## src/design/wiod_pkg.sv

```systemverilog
`timescale 1ns / 1ps

package wiod_pkg;

    // Fixed field widths
    localparam int DATA_W    = 64;   // sample, debounced, init_value, bypass_mask
    localparam int CTRL_W    = 5;    // window_depth, vote_threshold, vote counters
    localparam int REG_IDX_W = 2;

    // Parameter defaults
    localparam int MAX_DEPTH_DEF = 16;
    localparam int IO_WIDTH_DEF  = 64;

    // Register indexes
    localparam logic [REG_IDX_W-1:0] REG_INIT_VALUE     = 2'd0;
    localparam logic [REG_IDX_W-1:0] REG_BYPASS_MASK    = 2'd1;
    localparam logic [REG_IDX_W-1:0] REG_WINDOW_DEPTH   = 2'd2;
    localparam logic [REG_IDX_W-1:0] REG_VOTE_THRESHOLD = 2'd3;

    localparam logic [CTRL_W-1:0] DEPTH_RST     = 5'd1;
    localparam logic [CTRL_W-1:0] THRESHOLD_RST = 5'd1;

    // Vote counter control
    typedef struct packed {
        logic load;   // start a new vote with this beat's change bits
        logic acc;    // add one history row
    } vote_ctl_t;

endpackage

```

## src/design/wiod_hist_mem.sv

```systemverilog
`timescale 1ns / 1ps

// Change history store: one write, one read per cycle, registered read.
// A row never written since the last clear reads as zero.
module wiod_hist_mem #(
    parameter int MAX_DEPTH = wiod_pkg::MAX_DEPTH_DEF,
    parameter int IO_WIDTH  = wiod_pkg::IO_WIDTH_DEF,
    parameter int AW        = (MAX_DEPTH > 1) ? $clog2(MAX_DEPTH) : 1
) (
    input  logic                clk,
    input  logic                rst_n,
    input  logic                clr,
    input  logic                wr_en,
    input  logic [AW-1:0]       wr_addr,
    input  logic [IO_WIDTH-1:0] wr_data,
    input  logic                rd_en,
    input  logic [AW-1:0]       rd_addr,
    output logic [IO_WIDTH-1:0] rd_data
);

    logic [IO_WIDTH-1:0]  mem [MAX_DEPTH];
    logic [MAX_DEPTH-1:0] row_vld_reg;
    logic [IO_WIDTH-1:0]  rd_data_reg;

    always_ff @(posedge clk)
    begin
        if (wr_en)
        begin
            mem[wr_addr] <= wr_data;
        end
        if (rd_en)
        begin
            rd_data_reg <= row_vld_reg[rd_addr] ? mem[rd_addr] : '0;
        end
    end

    always_ff @(posedge clk or negedge rst_n)
    begin
        if (!rst_n)
        begin
            row_vld_reg <= '0;
        end
        else if (clr)
        begin
            row_vld_reg <= '0;
        end
        else if (wr_en)
        begin
            row_vld_reg[wr_addr] <= 1'b1;
        end
    end

    assign rd_data = rd_data_reg;

endmodule

```

## src/design/wiod_vote_lanes.sv

```systemverilog
`timescale 1ns / 1ps

// One vote counter per IO line.
module wiod_vote_lanes #(
    parameter int IO_WIDTH = wiod_pkg::IO_WIDTH_DEF
) (
    input  logic                        clk,
    input  wiod_pkg::vote_ctl_t         ctl,
    input  logic [IO_WIDTH-1:0]         first_row,
    input  logic [IO_WIDTH-1:0]         row,
    input  logic [wiod_pkg::CTRL_W-1:0] threshold,
    output logic [IO_WIDTH-1:0]         hit
);

    logic [wiod_pkg::CTRL_W-1:0] cnt_reg [IO_WIDTH];

    always_ff @(posedge clk)
    begin
        for (int i = 0; i < IO_WIDTH; i++)
        begin
            if (ctl.load)
            begin
                cnt_reg[i] <= wiod_pkg::CTRL_W'(first_row[i]);
            end
            else if (ctl.acc)
            begin
                cnt_reg[i] <= cnt_reg[i] + wiod_pkg::CTRL_W'(row[i]);
            end
        end
    end

    always_comb
    begin
        for (int i = 0; i < IO_WIDTH; i++)
        begin
            hit[i] = (cnt_reg[i] >= threshold);
        end
    end

endmodule

```

## src/design/windowed_io_debounce_core.sv

```systemverilog
`timescale 1ns / 1ps

// Windowed vote debouncer for up to 64 IO lines. Each sample beat is compared
// with the held output; the change bits of non-bypassed lines become the newest
// row of a change history kept in a small synchronous RAM (a circular buffer of
// MAX_DEPTH rows). A changed line toggles when at least vote_threshold of the
// newest window_depth rows show a change; its bit is then flipped in the
// newest window_depth-1 rows. Bypassed lines follow the sample directly.
// After the accept (D = effective depth) come one pass of D-1 RAM reads to
// count votes, a drain step, one read-modify-write pass of D-2 rows to flip
// toggled lines, a drain step, and the push of the new row. s_tready returns
// as the result is posted, so each new sample waits for the previous one to
// finish; the push waits while a full output register is stalled by m_tready.
// A new sample is taken while the previous result still waits on the output
// register. Writing init_value loads the output state and clears the
// history at once through per-row valid bits; no clearing pass is needed.
// Configuration writes are only allowed while no sample is in flight.
module windowed_io_debounce_core #(
    parameter int MAX_DEPTH = wiod_pkg::MAX_DEPTH_DEF,
    parameter int IO_WIDTH  = wiod_pkg::IO_WIDTH_DEF
) (
    input  logic                           clk,
    input  logic                           rst_n,
    // sample beat
    input  logic                           s_tvalid,
    output logic                           s_tready,
    input  logic [wiod_pkg::DATA_W-1:0]    s_tdata,    // [63:0] sample
    // result beat
    output logic                           m_tvalid,
    input  logic                           m_tready,
    output logic [wiod_pkg::DATA_W-1:0]    m_tdata,    // [63:0] debounced
    // configuration writes
    input  logic                           cfg_we,
    input  logic [wiod_pkg::REG_IDX_W-1:0] cfg_addr,
    input  logic [wiod_pkg::DATA_W-1:0]    cfg_wdata
);

    localparam int AW     = (MAX_DEPTH > 1) ? $clog2(MAX_DEPTH) : 1;
    localparam int CW     = wiod_pkg::CTRL_W;
    localparam int LAST_A = MAX_DEPTH - 1;

    localparam logic [2:0] S_IDLE   = 3'd0;
    localparam logic [2:0] S_COUNT  = 3'd1;
    localparam logic [2:0] S_DRAIN  = 3'd2;
    localparam logic [2:0] S_FLIP   = 3'd3;
    localparam logic [2:0] S_FDRAIN = 3'd4;
    localparam logic [2:0] S_DONE   = 3'd5;

    // config registers
    logic [IO_WIDTH-1:0] bypass_reg;
    logic [CW-1:0]       depth_reg;
    logic [CW-1:0]       thr_reg;

    // datapath state
    logic [IO_WIDTH-1:0] held_reg, held_next;
    logic [IO_WIDTH-1:0] sample_reg;
    logic [IO_WIDTH-1:0] change_reg;
    logic [AW-1:0]       head_reg;      // address of the newest stored row (row 1 of the next vote)
    logic [AW-1:0]       ptr_reg;       // read pointer walking toward older rows
    logic [AW-1:0]       wb_addr_reg;   // address of the row now being read back
    logic [CW-1:0]       idx_reg;       // history row number of the next read
    logic [2:0]          state_reg, state_next;
    logic                rd_cnt_reg;    // read data this cycle belongs to the vote
    logic                rd_flip_reg;   // read data this cycle gets flipped
    logic                m_tvalid_reg;
    logic [IO_WIDTH-1:0] m_data_reg;

    logic [CW-1:0]       eff_depth;
    logic [CW-1:0]       eff_thr;
    logic [AW-1:0]       head_m1;
    logic [AW-1:0]       ptr_inc;
    logic [IO_WIDTH-1:0] sample_in;
    logic [IO_WIDTH-1:0] change_in;
    logic [IO_WIDTH-1:0] hit;
    logic [IO_WIDTH-1:0] toggle;
    logic [IO_WIDTH-1:0] row0_data;
    logic                accept;
    logic                out_free;
    logic                finish;
    logic                init_wr;

    logic                mem_wr_en;
    logic [AW-1:0]       mem_wr_addr;
    logic [IO_WIDTH-1:0] mem_wr_data;
    logic                mem_rd_en;
    logic [IO_WIDTH-1:0] mem_rd_data;
    wiod_pkg::vote_ctl_t vote_ctl;

    // window depth: zero acts as one, capped at MAX_DEPTH; threshold capped at depth
    always_comb
    begin
        if (depth_reg == '0)
        begin
            eff_depth = CW'(1);
        end
        else if (int'(depth_reg) > MAX_DEPTH)
        begin
            eff_depth = CW'(MAX_DEPTH);
        end
        else
        begin
            eff_depth = depth_reg;
        end
        eff_thr = (thr_reg > eff_depth) ? eff_depth : thr_reg;
    end

    assign head_m1   = (head_reg == '0) ? AW'(LAST_A) : head_reg - AW'(1);
    assign ptr_inc   = (ptr_reg == AW'(LAST_A)) ? '0 : ptr_reg + AW'(1);
    assign sample_in = s_tdata[IO_WIDTH-1:0];
    assign change_in = (sample_in ^ held_reg) & ~bypass_reg;
    assign init_wr   = cfg_we && (cfg_addr == wiod_pkg::REG_INIT_VALUE);

    assign accept   = s_tvalid && s_tready;
    assign out_free = !m_tvalid_reg || m_tready;
    assign finish   = (state_reg == S_DONE) && out_free;

    assign toggle    = change_reg & hit;
    // new row 0 keeps the toggled lines only when it is outside the flip range
    assign row0_data = (eff_depth >= CW'(2)) ? (change_reg ^ toggle) : change_reg;
    assign held_next = ((held_reg ^ toggle) & ~bypass_reg) | (sample_reg & bypass_reg);

    // ---------------- sequencer ----------------
    always_comb
    begin
        state_next = state_reg;
        unique case (state_reg)
            S_IDLE:
            begin
                if (accept)
                begin
                    state_next = (eff_depth == CW'(1)) ? S_DRAIN : S_COUNT;
                end
            end
            S_COUNT:
            begin
                if (idx_reg == eff_depth - CW'(1))
                begin
                    state_next = S_DRAIN;
                end
            end
            S_DRAIN:
            begin
                state_next = (eff_depth >= CW'(3)) ? S_FLIP : S_FDRAIN;
            end
            S_FLIP:
            begin
                if (idx_reg == eff_depth - CW'(2))
                begin
                    state_next = S_FDRAIN;
                end
            end
            S_FDRAIN:
            begin
                state_next = S_DONE;
            end
            S_DONE:
            begin
                if (out_free)
                begin
                    state_next = S_IDLE;
                end
            end
            default:
            begin
                state_next = S_IDLE;
            end
        endcase
    end

    // RAM access: reads in both passes, write-back of flipped rows, then row 0 push
    assign mem_rd_en   = (state_reg == S_COUNT) || (state_reg == S_FLIP);
    assign mem_wr_en   = rd_flip_reg || finish;
    assign mem_wr_addr = rd_flip_reg ? wb_addr_reg : head_m1;
    assign mem_wr_data = rd_flip_reg ? (mem_rd_data ^ toggle) : row0_data;

    assign vote_ctl.load = accept;
    assign vote_ctl.acc  = rd_cnt_reg;

    always_ff @(posedge clk or negedge rst_n)
    begin
        if (!rst_n)
        begin
            state_reg    <= S_IDLE;
            rd_cnt_reg   <= 1'b0;
            rd_flip_reg  <= 1'b0;
            m_tvalid_reg <= 1'b0;
            head_reg     <= '0;
            held_reg     <= '0;
            bypass_reg   <= '0;
            depth_reg    <= wiod_pkg::DEPTH_RST;
            thr_reg      <= wiod_pkg::THRESHOLD_RST;
        end
        else
        begin
            state_reg   <= state_next;
            rd_cnt_reg  <= (state_reg == S_COUNT);
            rd_flip_reg <= (state_reg == S_FLIP);

            if (finish)
            begin
                m_tvalid_reg <= 1'b1;
                head_reg     <= head_m1;
                held_reg     <= held_next;
            end
            else if (m_tready)
            begin
                m_tvalid_reg <= 1'b0;
            end

            if (cfg_we)
            begin
                unique case (cfg_addr)
                    wiod_pkg::REG_INIT_VALUE:     held_reg   <= cfg_wdata[IO_WIDTH-1:0];
                    wiod_pkg::REG_BYPASS_MASK:    bypass_reg <= cfg_wdata[IO_WIDTH-1:0];
                    wiod_pkg::REG_WINDOW_DEPTH:   depth_reg  <= cfg_wdata[CW-1:0];
                    wiod_pkg::REG_VOTE_THRESHOLD: thr_reg    <= cfg_wdata[CW-1:0];
                    default:                      ;
                endcase
            end
        end
    end

    // payload, no reset
    always_ff @(posedge clk)
    begin
        wb_addr_reg <= ptr_reg;
        if (accept)
        begin
            sample_reg <= sample_in;
            change_reg <= change_in;
            ptr_reg    <= head_reg;
            idx_reg    <= CW'(1);
        end
        else if (state_reg == S_DRAIN)
        begin
            ptr_reg <= head_reg;
            idx_reg <= CW'(1);
        end
        else if (mem_rd_en)
        begin
            ptr_reg <= ptr_inc;
            idx_reg <= idx_reg + CW'(1);
        end
        if (finish)
        begin
            m_data_reg <= held_next;
        end
    end

    wiod_hist_mem #(
        .MAX_DEPTH (MAX_DEPTH),
        .IO_WIDTH  (IO_WIDTH),
        .AW        (AW)
    ) u_hist (
        .clk     (clk),
        .rst_n   (rst_n),
        .clr     (init_wr),
        .wr_en   (mem_wr_en),
        .wr_addr (mem_wr_addr),
        .wr_data (mem_wr_data),
        .rd_en   (mem_rd_en),
        .rd_addr (ptr_reg),
        .rd_data (mem_rd_data)
    );

    wiod_vote_lanes #(
        .IO_WIDTH (IO_WIDTH)
    ) u_vote (
        .clk       (clk),
        .ctl       (vote_ctl),
        .first_row (change_in),
        .row       (mem_rd_data),
        .threshold (eff_thr),
        .hit       (hit)
    );

    assign s_tready = (state_reg == S_IDLE);
    assign m_tvalid = m_tvalid_reg;
    assign m_tdata  = wiod_pkg::DATA_W'(m_data_reg);

endmodule
```

## config.mk

```make
export PLATFORM = sky130hd
export DESIGN_NAME = windowed_io_debounce_core
export DESIGN_NICKNAME = d
export VERILOG_FILES = /design/src/design/wiod_pkg.sv /design/src/design/wiod_hist_mem.sv /design/src/design/wiod_vote_lanes.sv /design/src/design/windowed_io_debounce_core.sv
export SDC_FILE = /design/constraint.sdc
export NUM_CORES = 2
export LEC_CHECK = 0
export ABC_AREA = 1
export BUFFER_PORTS_ARGS = -buffer_cell sky130_fd_sc_hd__buf_4
export CORE_MARGIN = 2
export CORE_UTILIZATION = 63
export DETAILED_ROUTE_END_ITERATION = 10
export GPL_TIMING_DRIVEN = 1
export PLACE_DENSITY = 0.8
export SLEW_MARGIN = 20
export SYNTH_ARGS = -nofsm -noshare
export SYNTH_HDL_FRONTEND = slang
export SYNTH_SLANG_ARGS = --single-unit
```

## constraint.sdc

```tcl
create_clock -name clk -period 11.2 [get_ports clk]
set_input_delay 2.24 -clock clk [delete_from_list [all_inputs] [get_ports clk]]
set_output_delay 2.24 -clock clk [all_outputs]
set_load 0.02 [all_outputs]
```

# Word-level counts from Yosys, hierarchy flattened
# Memory sizes are Yosys's and may differ from the RTL's. A register that Yosys moved wholly into a read port is not among the register bits.
# Cells that the tools add are included.
# totals
register_bits	369
mem_bits_rw	1344
inputBits	135
out_inout_bits	66
wordCells	370
mem_count	2
# classes
addsub	69
order_cmp	71
eq_ne	16
n_mux	100
n_bitwise	75
reduce_logical	21
# memory_table
memory	words	width	read_ports	rd_clocked_by_memory_dff	write_ports	line	text
u_hist.mem	16	64	1	1	1	wiod_hist_mem.sv:21	logic [IO_WIDTH-1:0] mem [MAX_DEPTH];
u_vote.cnt_reg	64	5	64	0	64	wiod_vote_lanes.sv:15	logic [wiod_pkg::CTRL_W-1:0] cnt_reg [IO_WIDTH];
# op_table
cell	count
2-to-1 mux 5 bit	67
adder 5 x 1 -> 5 bit	64
>= comparator 5 bit	64
2-to-1 mux 64 bit	5
bitwise AND 64 bit	4
XOR 64 bit	4
NOT 64 bit	1
bitwise OR 1 bit	64
bitwise OR 64 bit	1
2-to-1 mux 16 bit	2
2-to-1 mux 4 bit	6
case mux 3 bit (6 select lines)	1
bitwise OR 16 bit	1
2-to-1 mux 3 bit	5
2-to-1 mux 1 bit	11
== test 5 bit	2
>= comparator 5 x 2 -> 1 bit, second input constant	2
< comparator 4 x 5 -> 1 bit, second input constant	2
== test 3 x 2 -> 1 bit, second input constant	2
== test 3 bit, second input constant	2
!= test 2 bit, second input constant	3
AND reduction 2 bit	3
adder 5 x 1 -> 5 bit, second input constant	1
== test 5 x 1 -> 1 bit, second input constant	1
26 further kinds	34

# Logic depth before layout (Yosys ltp)
# logic_depth
word_depth	13
ltp_mapped	26
ltp_nobuf	26

# Cells and area by module
# Synthesis repeated with hierarchy kept, for this count alone.
# hier_totals
hier_cells	9071
hier_area_um2	87774.2
# by_module_without_submodules
mod	instances	cells_per_inst	area_each_um2	seq_area_each_um2
wiod_hist_mem	1	4447	46843.7	33071.7
wiod_vote_lanes	1	2929	24244.5	9609.2
windowed_io_debounce_core	1	1695	16686.0	9771.9

# Least setup slack after synthesis
# OpenSTA, ideal clock, no wires.
# synth_timing
kind	input -> register
from	input s_tvalid
to	memory u_vote.cnt_reg[0][0] in the netlist's numbering, enable pin
setup_time_ns	0.549
arrival_time_ns	8.919
t_required_ns	10.651
slack_ns	1.733
cell_stages	3
path_buffers	0
path_cell_list	nand2_1 inv_1 or2_2
# synth_lines
element	line	text
start, declared	windowed_io_debounce_core.sv:25	input logic s_tvalid,
end, declared	wiod_vote_lanes.sv:15	

# Worst setup path after layout
# layout_timing
from	register depth_reg[1]
to	memory u_hist.mem[0][7] in the netlist's numbering, data pin
# layout_between
elab_chain_len	10
elab_cells_between_ends	13
cone_classes	order compare (4); mux (5); bitwise (3); reduce/logical (1)
# layout_lines
element	line	text
start, declared	windowed_io_debounce_core.sv:51	logic [CW-1:0] depth_reg;
start signal, assigned	windowed_io_debounce_core.sv:190	depth_reg <= wiod_pkg::DEPTH_RST;
start signal, assigned	windowed_io_debounce_core.sv:215	wiod_pkg::REG_WINDOW_DEPTH: depth_reg <= cfg_wdata[CW-1:0];
greater-than comparator 5 bit	windowed_io_debounce_core.sv:96	else if (int'(depth_reg) > MAX_DEPTH)
2-to-1 mux 5 bit	windowed_io_debounce_core.sv:96	
2-to-1 mux 5 bit (*)	windowed_io_debounce_core.sv:92	if (depth_reg == '0)
greater-than comparator 5 bit	windowed_io_debounce_core.sv:104	eff_thr = (thr_reg > eff_depth) ? eff_depth : thr_reg;
2-to-1 mux 5 bit	windowed_io_debounce_core.sv:104	
>= comparator 5 bit	wiod_vote_lanes.sv:36	hit[i] = (cnt_reg[i] >= threshold);
bitwise AND 64 bit	windowed_io_debounce_core.sv:117	assign toggle = change_reg & hit;
XOR 64 bit	windowed_io_debounce_core.sv:119	assign row0_data = (eff_depth >= CW'(2)) ? (change_reg ^ toggle) : change_reg;
2-to-1 mux 64 bit	windowed_io_debounce_core.sv:119	
2-to-1 mux 64 bit (*)	windowed_io_debounce_core.sv:174	assign mem_wr_data = rd_flip_reg ? (mem_rd_data ^ toggle) : row0_data;
net mem_wr_data[7]	windowed_io_debounce_core.sv:84	logic [IO_WIDTH-1:0] mem_wr_data;
end, declared	wiod_hist_mem.sv:21	
# Mark *: on every way through the listed nets, which the timed path passes. The rest lies on a longest branch.

==> impl_metrics.ini <==
[min_path]
min-delay-path-class = register to register

[clocking]
h-tree-depth = 4
cts.reportedPaths.clkPinSlew_ns = 0.06
hold_buffers = 0
clk_latency_ns = 0.83
cts_tree = built
cts_resized = 0
cts_root_buffer = clkbuf_16
cts_buffer_depth = 3
post_cts_buffers = 0
clock_sinks = 1777
cts_buffers = 174

[floorplan]
row_count = 133
start_util_pct = 63.6
core_um2 = 132000
die_w_um = 369
ios = 201
die-area_um2 = 136000
die_y_um = 369

[finish]
area_growth_pct = 10.3
stdcell_count = 9633
nets = 8203
drive_above_1_share_pct = 10.9
largest_reg_flops = 1024
fillers = 8854
post-route-util_pct = 70.1

[power]
vdd_ir_drop_max_uv = 253
finalPower_mw = 28.0
power_density_nw_per_um2 = 303
p_leak_nw = 36.4

[drt]
vias = 59400
wl_um = 217000
wl_per_cell_um = 22.6
drc = 0
drtAntennaViolNets = 0
drtIter0Drc = 8371
dr.pass1.iters = 7
via_per_inst = 6.16

[timing]
fin_hold_ws_ns = 0.501
tns_ns = 0
slew_viol_final = 0
fmax_ghz = 0.178
finClkSkew_ns = 0.0280
worst_pin_slew_ns = 1.24
post-route-period-util_pct = 50.1
min_period_ns = 5.62
grt_setup_unrepaired = no
slew_headroom_pct = 17.3
hold_viol = 0
setup_viol = 0

[worst_setup_path]
critPathLaunchType = register
crit_type = register to register
crit_arrival_ns = 6.07
cp.required_ns = 11.65
reg2reg_setup_slack_ns = 5.58
cp_max_fo = 38
worst_setup_path_end_kind = register

[placement]
gp_congestion = 0.843
place_inst = 9310
dpl.hpwl_um = 124000
io_buffers = 200

[logic_synthesis]
syn_nets = 8102
netlist_area_um2 = 83800
ys_seq_elements = 1777
synth_cell_types = 45
synth.most_common_cell = edfxtp_1
synth_edf_count = 1604
synth_area_leaders = edfxtp_1 58%, ha_1 5.0%, dfrtp_1 4.8%, nor2_1 4.6%, nand2_1 3.9%
synth.largest_area_cell = edfxtp_1
syn_avg_cell_area_um2 = 11.0
ys_seq_area_share_pct = 62.6
yosysWarnings = 0
async_reset_ff_share_pct = 9.23
ys_top_cells_by_count = 1604 x edfxtp_1, 1023 x nor2_1, 866 x nand2_1
synth-main-ff-cell = edfxtp_1
syn_inst = 7632
synth_top_area_share_pct = 57.5

[global_route]
gr-usage-all-layers_pct = 31.7
grt_pass1_wl_um = 330000
grt_max_degree = 237
grt_pass1_vias = 57500
overflow = 0
antenna_found_initial = 3

[status]
status = finished, final reports clean

[run]
max-cap-violations = 0
kinds of logic (layout without fill, tap and decap cells):
logic type               Yosys count  in the layout  synth area share (%)
AO/OA/AOI/OAI                   1302           1302                  9.03
AND/OR/NAND/NOR                 2720           2720                  14.2
buffers and inverters           1161           1406                  5.48
other                              0              1                     0
flip-flops                      1777           1777                  62.6
XOR/XNOR                         273            273                  2.85
adder cells (fa/ha/maj)          335            335                  5.00
multiplexers                      64             64                 0.860
where the power goes:
| part | total (mW) | internal, mW | switching, mW | leakage, nW |
|---|---|---|---|---|
| combinational | 11.2 | 3.26 | 7.90 | 16.9 |
| sequential | 11.1 | 10.1 | 1.02 | 16.9 |
| clock | 5.73 | 3.17 | 2.56 | 2.70 |
worst paths after layout:
check / from / end / depth (start not counted)
max: depth_reg[1]$_DFFE_PN0P_ / u_hist.mem[0][7]$_DFFE_PP_ / 26
min: u_hist.row_vld_reg[14]$_DFFE_PN0P_ / u_hist.row_vld_reg[14]$_DFFE_PN0P_ / 2
max reg2reg: depth_reg[1]$_DFFE_PN0P_ / u_hist.mem[0][7]$_DFFE_PP_ / 26
min reg2reg: u_hist.row_vld_reg[14]$_DFFE_PN0P_ / u_hist.row_vld_reg[14]$_DFFE_PN0P_ / 2
max in group asynchronous: rst_n / bypass_reg[6]$_DFFE_PN0P_ / 2
min in group asynchronous: rst_n / held_reg[32]$_DFF_PN0_ / 1
critical path: stages, from the launching register on:
cell     delay, ns
dfrtp_1       0.40
nor2_2        0.16
nand2_1       0.12
nand2_2       0.12
nand2_2       0.15
ha_1          0.33
nand2_1       0.07
nand2_1       0.05
nand2_1       0.09
nand3_4       0.18
nand2_8       0.18
nand2_1       0.11
o21ai_4       0.06
buf_4         0.50
buf_4         0.65
ha_1          0.35
inv_1         0.05
nand2_1       0.07
o21ai_0       0.22
inv_1         0.07
nand2_1       0.06
nand2_1       0.05
nand2_1       0.07
nand2_2       0.07
nand2_2       0.07
xor2_1        0.07
o21ai_2       0.86
stage by stage:
stage | cell area [µm²] | setup WS, ns
2_1_floorplan | 83800 | 1.73
6_report | 92400 | 5.58
3_5_place_dp | 86800 | 5.62
4_1_cts | 92300 | 5.59
3_3_place_gp | 86800 | 5.76
5_1_grt | 92400 | 5.26
placed cells by master, fill, tap and decap left out, drive strengths merged:
cell type / instances
or2: 73
nor3: 43
nand3: 543
diode: 1
o211ai: 81
xnor2: 112
a2111oi: 4
a21oi: 227
nor2: 1026
bufinv: 8
ha: 335
dfrtp: 162
nand3b: 1
o221ai: 175
and2: 64
mux2: 64
clkinvlp: 1
o21a: 1
buf: 274
inv: 780
dfstp: 2
a211oi: 1
dfxtp: 9
clkinv: 109
nand2: 967
o21ai: 729
clkbuf: 234
xor2: 161
nor3b: 1
o22ai: 83
a31oi: 1
nand4: 2
edfxtp: 1604
per-layer routing:
layer	GRT usage, %	wire length [µm]	vias to the layer above
met5	0	6	-
met2	49.7	100000	3606
li1	-	-	26700
met4	13.2	8940	2
met3	5.43	24900	570
met1	44.3	83300	28500
area by class of cell:
type / count / area (µm²) / area share [%]
Clock buffer: 233 / 4720 / 5.11
Sequential cell: 1777 / 52500 / 56.8
Clock inverter: 87 / 793 / 0.859
Timing Repair Buffer: 275 / 2190 / 2.37
Inverter: 811 / 3070 / 3.32
Antenna cell: 1 / 2.50 / 0.00271
Tap cell: 1755 / 2200 / 2.38
Multi-Input combinational cell: 4694 / 27000 / 29.2
Power figures use the tool's default switching activity.
